===== src/hdl/dert_pkg.sv =====
// Shared types and constants for the short/long average ratio trigger.
`default_nettype none

package dert_pkg;

  // Item kinds on the input channel; the fourth code carries no meaning
  typedef enum logic [1:0] {
    KIND_SAMPLE = 2'd0,
    KIND_MOTION = 2'd1,
    KIND_TICK   = 2'd2
  } kind_t;

  // Configuration register indexes
  localparam logic [2:0] CFG_ALPHA_SHORT    = 3'd0;
  localparam logic [2:0] CFG_ALPHA_LONG     = 3'd1;
  localparam logic [2:0] CFG_RATIO          = 3'd2;
  localparam logic [2:0] CFG_REFRACTORY     = 3'd3;
  localparam logic [2:0] CFG_REQ_LONG_POS   = 3'd4;
  localparam logic [2:0] CFG_MOTION_GATE_EN = 3'd5;
  localparam logic [2:0] CFG_MOTION_FLOOR   = 3'd6;

  // Field widths
  localparam int unsigned DataW  = 32;
  localparam int unsigned AlphaW = 17;
  localparam int unsigned RatioW = 16;
  localparam int unsigned RefrW  = 16;

  // Weight of one in Q1.16
  localparam logic [AlphaW-1:0] ALPHA_ONE = 17'd65536;

  // Register reset values
  localparam logic [AlphaW-1:0] ALPHA_SHORT_RST = 17'd6554;
  localparam logic [AlphaW-1:0] ALPHA_LONG_RST  = 17'd66;
  localparam logic [RatioW-1:0] RATIO_RST       = 16'd384;

endpackage

`default_nettype wire


===== src/hdl/dual_ema_ratio_trigger_top.sv =====
// Short/long exponential average ratio trigger, top level.
//
//  channel | direction | handshake            | payload
//  --------+-----------+----------------------+---------------------------------
//  in      | input     | in_valid / in_ready  | kind, value, tick_number
//  out     | output    | out_valid / out_ready| event_tick, intensity
//  cfg     | input     | cfg_we (no stall)    | cfg_index, cfg_data
//
// One item per cycle while no firing tick is held: an item waits in the input
// register, where the two average updates (one 33x18 multiply each) or the
// ratio compare (one 32x17 multiply) settle, then state and the result register
// load together. A firing tick waits in the input register only while the
// result register is full and not being taken.
// Reset is synchronous, clears valid flags and block state, loads register defaults.
`default_nettype none

module dual_ema_ratio_trigger_top (
  input  wire logic                clk,
  input  wire logic                rst,
  // input channel
  input  wire logic                in_valid,
  output logic                     in_ready,
  input  wire logic [1:0]          kind,
  input  wire logic signed [31:0]  value,
  input  wire logic [31:0]         tick_number,
  // result channel
  output logic                     out_valid,
  input  wire logic                out_ready,
  output logic [31:0]              event_tick,
  output logic signed [31:0]       intensity,
  // configuration write port
  input  wire logic                cfg_we,
  input  wire logic [2:0]          cfg_index,
  input  wire logic [31:0]         cfg_data
);

  // Configuration registers
  logic [dert_pkg::AlphaW-1:0] wt_short;
  logic [dert_pkg::AlphaW-1:0] wt_long;
  logic [dert_pkg::RatioW-1:0] fire_ratio;
  logic [dert_pkg::RefrW-1:0]  holdoff_ticks;
  logic                        require_long_positive;
  logic                        motion_gate_enable;
  logic signed [31:0]          motion_floor;

  // Block state
  logic signed [31:0]          short_avg;
  logic signed [31:0]          long_avg;
  logic                        seeded;
  logic signed [31:0]          motion_value;
  logic                        motion_valid;
  logic [dert_pkg::RefrW-1:0]  refractory_left;

  // Input register
  logic                        q_valid;
  logic [1:0]                  q_kind;
  logic signed [31:0]          q_value;
  logic [31:0]                 q_tick;

  // Datapath
  logic [dert_pkg::AlphaW-1:0] a_short;
  logic [dert_pkg::AlphaW-1:0] a_long;
  logic signed [32:0]          diff_short;
  logic signed [32:0]          diff_long;
  logic signed [50:0]          prod_short;
  logic signed [50:0]          prod_long;
  logic signed [31:0]          short_upd;
  logic signed [31:0]          long_upd;
  logic signed [48:0]          lhs_scaled;
  logic signed [48:0]          rhs_scaled;
  logic [dert_pkg::RefrW-1:0]  refr_dec;
  logic                        is_sample;
  logic                        is_motion;
  logic                        is_tick;
  logic                        gate_ok;
  logic                        fire;
  logic                        out_free;
  logic                        advance;

  // Write configuration registers
  always_ff @(posedge clk) begin
    if (rst) begin
      wt_short              <= dert_pkg::ALPHA_SHORT_RST;
      wt_long               <= dert_pkg::ALPHA_LONG_RST;
      fire_ratio            <= dert_pkg::RATIO_RST;
      holdoff_ticks         <= '0;
      require_long_positive <= 1'b1;
      motion_gate_enable    <= 1'b0;
      motion_floor          <= '0;
    end else if (cfg_we) begin
      case (cfg_index)
        dert_pkg::CFG_ALPHA_SHORT:    wt_short <= cfg_data[dert_pkg::AlphaW-1:0];
        dert_pkg::CFG_ALPHA_LONG:     wt_long <= cfg_data[dert_pkg::AlphaW-1:0];
        dert_pkg::CFG_RATIO:          fire_ratio <= cfg_data[dert_pkg::RatioW-1:0];
        dert_pkg::CFG_REFRACTORY:     holdoff_ticks <= cfg_data[dert_pkg::RefrW-1:0];
        dert_pkg::CFG_REQ_LONG_POS:   require_long_positive <= cfg_data[0];
        dert_pkg::CFG_MOTION_GATE_EN: motion_gate_enable <= cfg_data[0];
        dert_pkg::CFG_MOTION_FLOOR:   motion_floor <= signed'(cfg_data);
        default: ;
      endcase
    end
  end

  // Decode the held item
  assign is_sample = q_valid && (q_kind == dert_pkg::KIND_SAMPLE);
  assign is_motion = q_valid && (q_kind == dert_pkg::KIND_MOTION);
  assign is_tick   = q_valid && (q_kind == dert_pkg::KIND_TICK);

  // Clamp weights above one
  assign a_short = (wt_short > dert_pkg::ALPHA_ONE) ? dert_pkg::ALPHA_ONE : wt_short;
  assign a_long  = (wt_long > dert_pkg::ALPHA_ONE) ? dert_pkg::ALPHA_ONE : wt_long;

  // Average update: old + floor(a*(x-old) / 2^16)
  assign diff_short = {q_value[31], q_value} - {short_avg[31], short_avg};
  assign diff_long  = {q_value[31], q_value} - {long_avg[31], long_avg};
  assign prod_short = diff_short * signed'({1'b0, a_short});
  assign prod_long  = diff_long * signed'({1'b0, a_long});
  assign short_upd  = short_avg + prod_short[47:16];
  assign long_upd   = long_avg + prod_long[47:16];

  // Ratio compare: short*256 against long*ratio
  assign lhs_scaled = {{9{short_avg[31]}}, short_avg, 8'd0};
  assign rhs_scaled = long_avg * signed'({1'b0, fire_ratio});

  // Count the refractory time down before checking it
  assign refr_dec = (refractory_left != '0) ? refractory_left - 1'b1 : refractory_left;

  assign gate_ok = !motion_gate_enable ||
                   (motion_valid && (motion_value >= motion_floor));

  assign fire = is_tick && seeded &&
                (!require_long_positive || (long_avg > 32'sd0)) &&
                (refr_dec == '0) && gate_ok &&
                (lhs_scaled > rhs_scaled);

  // Hold a firing tick while the result register is full and not being taken
  assign out_free = !out_valid || out_ready;
  assign advance  = q_valid && (!fire || out_free);
  assign in_ready = !q_valid || advance;

  // Load the input register
  always_ff @(posedge clk) begin
    if (rst) begin
      q_valid <= 1'b0;
    end else if (in_ready) begin
      q_valid <= in_valid;
    end
  end

  always_ff @(posedge clk) begin
    if (in_ready && in_valid) begin
      q_kind  <= kind;
      q_value <= value;
      q_tick  <= tick_number;
    end
  end

  // Advance block state
  always_ff @(posedge clk) begin
    if (rst) begin
      short_avg       <= '0;
      long_avg        <= '0;
      seeded          <= 1'b0;
      motion_value    <= '0;
      motion_valid    <= 1'b0;
      refractory_left <= '0;
    end else if (advance) begin
      if (is_sample) begin
        seeded    <= 1'b1;
        short_avg <= seeded ? short_upd : q_value;
        long_avg  <= seeded ? long_upd : q_value;
      end
      if (is_motion) begin
        motion_value <= q_value;
        motion_valid <= 1'b1;
      end
      if (is_tick) begin
        refractory_left <= fire ? holdoff_ticks : refr_dec;
      end
    end
  end

  // Result register
  always_ff @(posedge clk) begin
    if (rst) begin
      out_valid <= 1'b0;
    end else if (advance && fire) begin
      out_valid <= 1'b1;
    end else if (out_ready) begin
      out_valid <= 1'b0;
    end
  end

  always_ff @(posedge clk) begin
    if (advance && fire) begin
      event_tick <= q_tick;
      intensity  <= short_avg;
    end
  end

  // Checks
  a_fire_needs_seed: assert property (@(posedge clk) disable iff (rst)
    $rose(out_valid) |-> seeded)
    else $error("result raised before the averages were seeded");

  a_seed_sticks: assert property (@(posedge clk) disable iff (rst)
    seeded |=> seeded)
    else $error("seeded flag dropped without reset");

  a_refr_reload: assert property (@(posedge clk) disable iff (rst)
    (advance && fire) |=> (refractory_left == $past(holdoff_ticks)))
    else $error("refractory counter not reloaded on firing");

  a_stall_holds: assert property (@(posedge clk) disable iff (rst)
    !in_ready |-> (q_valid && fire && out_valid && !out_ready))
    else $error("input stalled without a blocked firing tick");

endmodule

`default_nettype wire


===== config.mk =====
export PLATFORM = sky130hd
export DESIGN_NAME = dual_ema_ratio_trigger_top
export DESIGN_NICKNAME = d
export VERILOG_FILES = /design/src/hdl/dert_pkg.sv /design/src/hdl/dual_ema_ratio_trigger_top.sv
export SDC_FILE = /design/constraint.sdc
export NUM_CORES = 2
export LEC_CHECK = 0
export ABC_AREA = 1
export BUFFER_PORTS_ARGS = -buffer_cell sky130_fd_sc_hd__buf_2
export CORE_ASPECT_RATIO = 1.4
export CORE_MARGIN = 1
export CORE_UTILIZATION = 35
export DETAILED_ROUTE_END_ITERATION = 10
export SYNTH_ARGS = -nofsm -noshare
export SYNTH_HDL_FRONTEND = slang
export SYNTH_SLANG_ARGS = --single-unit

===== constraint.sdc =====
create_clock -name clk -period 11.4 [get_ports clk]
set_input_delay 1.14 -clock clk [delete_from_list [all_inputs] [get_ports clk]]
set_output_delay 1.14 -clock clk [all_outputs]
set_load 0.05 [all_outputs]

==> flow_metrics.env <==
export IMPL_area_growth_syn_to_layout_pct=8.175
export IMPL_crit_fanout=8
export IMPL_synth_ff_type="dfxtp_1"
export IMPL_relSlewSlack_pct=12.66
export IMPL_async_reset_ff_share_pct=0
export IMPL_cts_root_buf="clkbuf_16"
export IMPL_rsz0062_at_grt="no"
export IMPL_avgSynthCellArea_sq_um=7.815
export IMPL_worstSetupStartpointType="flop"
export IMPL_r2r_start="q_value[1]"
export IMPL_clock_skew_ns=0.03590
export IMPL_hpwl_microns=238800
export IMPL_ant_nets=0
export IMPL_finalSetupViolCount=0
export IMPL_antenna_found_initial=34
export IMPL_crit_start="q_value[1]"
export IMPL_critPathCaptureType="flop"
export IMPL_drv_slew=0
export IMPL_synth_edff_count=130
export IMPL_cts_path_max_buffers=3
export IMPL_worst_pin_slew_ns=1.310
export IMPL_ys_types=64
export IMPL_track_usage_pct=25.80
export IMPL_cts_tree="built"
export IMPL_cts_htree_levels=2
export IMPL_path_common_cell="inv_1"
export IMPL_clock_latency_ns=0.61
export IMPL_hold_path_depth=0
export IMPL_setup_tns_ns=0
export IMPL_vias=65360
export IMPL_io_buffers=171
export IMPL_place_congestion=0.9925
export IMPL_rrSetupSlack_ns=0.60
export IMPL_synthesis_area_sq_mm=0.07728
export IMPL_crit_buf_inv=10
export IMPL_finalCriticalPeriod_ns=10.80
export IMPL_grt_pass1_vias=70490
export IMPL_first_iter_violations=4665
export IMPL_seq_area_frac_synth_pct=10.65
export IMPL_grt_max_degree=109
export IMPL_cts_made_buffers=40
export IMPL_yosysWarnings=0
export IMPL_dieArea_sq_mm=0.2227
export IMPL_synth_cells=9888
export IMPL_wl_per_cell_microns=22.01
export IMPL_grt_overflow_total=0
export IMPL_boundaryPins=172
export IMPL_hp_start="q_tick[7]"
export IMPL_nets=12150
export IMPL_hold_class="reg -> reg"
export IMPL_grt_pass1_wl_microns=428800
export IMPL_hold_viol=0
export IMPL_path_class="reg -> reg"
export IMPL_drive_above_1_share_pct=5.943
export IMPL_start_util_pct=35.30
export IMPL_cts_num_sinks=346
export IMPL_fmax_mhz=92.58
export IMPL_viasPerCell=5.069
export IMPL_arrival_ns=11.30
export IMPL_maxCapViolCount=0
export IMPL_die_y_microns=558.0
export IMPL_clkTransAtPathRegs_ns=0.07
export IMPL_totalWireLength_microns=283800
export IMPL_worst_r2r_cell_count=45
export IMPL_drt_pass1_iter_count=7
export IMPL_endpoint="long_avg[16]"
export IMPL_synth_nets=12060
export IMPL_die_w_microns=399.1
export IMPL_critPathSlowestCell="xnor2_1"
export IMPL_num_rows=203
export IMPL_min_period_over_period_pct=94.75
export IMPL_coreArea_sq_mm=0.2189
export IMPL_synth_seq_cells=346
export IMPL_r2r_end="long_avg[16]"
export IMPL_cp_required_ns=11.90
export IMPL_cpPeakStageDelay_ns=0.72
export IMPL_status="complete, no violations"
export IMPL_crit_cells=45
export IMPL_whs_ns=0.4184
export IMPL_cp_top_family="adder cells"
export IMPL_drc_errors=0
==> metrics by stage <==
step / worst slack, ns / std cells / cell area, sq um / utilization (%)
5_1_grt: 0.03323 / 12880 / 83570 / 38.17
3_5_place_dp: 0.2325 / 12800 / 82070 / 37.49
6_report: 0.5989 / 12900 / 83600 / 38.18
4_1_cts: 0.1576 / 12870 / 83410 / 38.10
2_1_floorplan: 1.112 / 9888 / 77280 / -
3_3_place_gp: 0.2219 / 12800 / 82070 / 37.49
==> layout make-up <==
class,count,area [sq um]
well taps,2870,3591
diodes,13,32.53
fillers,22890,135300
flip-flops and latches,346,8237
inverters,2687,10100
clock inverters,17,177.7
repair buffers,401,2620
clock buffers,57,1159
multi-input cells,6504,57680
==> placed cells by master (no fill, tap or decap), drive strengths merged, types with 130 or more instances in the layout <==
cell    Yosys  layout
nand2    1755    1755
inv      2675    2680
edfxtp    130     130
dfxtp     216     216
nand3     199     199
a21oi     487     487
o21ai     368     368
fa       1521    1521
ha        546     546
nor2     1054    1054
buf        43     401
==> layer usage <==
layer / up-vias / routed length, microns / GRT usage, %
met1: 32830 / 101900 / 29.00
met4: 28 / 21210 / 16.18
li1: 29280 / - / -
met3: 849 / 18310 / 3.490
met5: - / 201 / 0
met2: 2375 / 142100 / 45.74
==> sequential cells by signal, indices dropped and copies added (netlist names), 2 cells and up <==
register,cells
motion_floor,32
holdoff_ticks,16
wt_long,17
q_value,32
q_tick,32
motion_value,32
short_avg,32
fire_ratio,16
event_tick,32
wt_short,17
intensity,32
refractory_left,16
q_kind,2
long_avg,32
==> cells by family after synthesis <==
| kind of cell | count (synthesis) | synth area share [%] |
|---|---|---|
| AOI/OAI and AO/OA | 1053 | 7.539 |
| DFF | 346 | 10.65 |
| buffers and inverters | 3038 | 14.85 |
| xor gates and xnor gates | 196 | 2.251 |
| adders and majority gates | 2067 | 48.24 |
| and+or+nand+nor | 3188 | 16.47 |
==> synth_stat cells, drive strengths merged (5+ instances only) <==
master / n / area [sq um]
or2: 43 / 269.0
nor3: 54 / 280.3
inv: 2675 / 10040
nand2: 1755 / 6623
nand3b: 10 / 75.07
buf: 43 / 234.0
o21bai: 18 / 142.6
a21boi: 7 / 60.05
fa: 1521 / 30450
a31oi: 39 / 244.0
a21oi: 487 / 2452
o31ai: 5 / 37.54
o21a: 24 / 180.2
o211ai: 33 / 247.7
dfxtp: 216 / 4324
xor2: 119 / 1057
nand3: 199 / 1013
clkinv: 12 / 45.04
xnor2: 77 / 681.9
clkbuf: 308 / 1156
a21o: 22 / 165.2
ha: 546 / 6832
nand4: 40 / 250.2
o21ai: 368 / 1864
a221oi: 21 / 183.9
nor4: 24 / 150.1
nor2: 1054 / 4006
edfxtp: 130 / 3904
a211oi: 9 / 72.57
==> worst register-to-register path, delay by kind of cell, from the launching register on <==
family / cells / cell delay, ns
fa+ha+maj: 9 / 4.14
xor+xnor: 2 / 1.09
compound gates: 14 / 2.72
buf+inv: 10 / 1.03
simple gates: 10 / 1.24
flops: 1 / 0.47
==> how the worst min path moves through the flow <==
stage                      to
6_report        event_tick[7]
5_1_grt         event_tick[1]
4_1_cts         event_tick[7]
3_5_place_dp   event_tick[15]
3_3_place_gp   event_tick[29]
2_1_floorplan   event_tick[0]
==> what timing repair did <==
action / in CTS / in global routing
buffers inserted: 0 / 10
hold buffers: 0 / 0
resized for setup: 0 / 12
setup endpoints to repair: 0 / 28
Power is not shown: default switching activity piles up to over one toggle a cycle in this logic, so the estimate is an artifact.
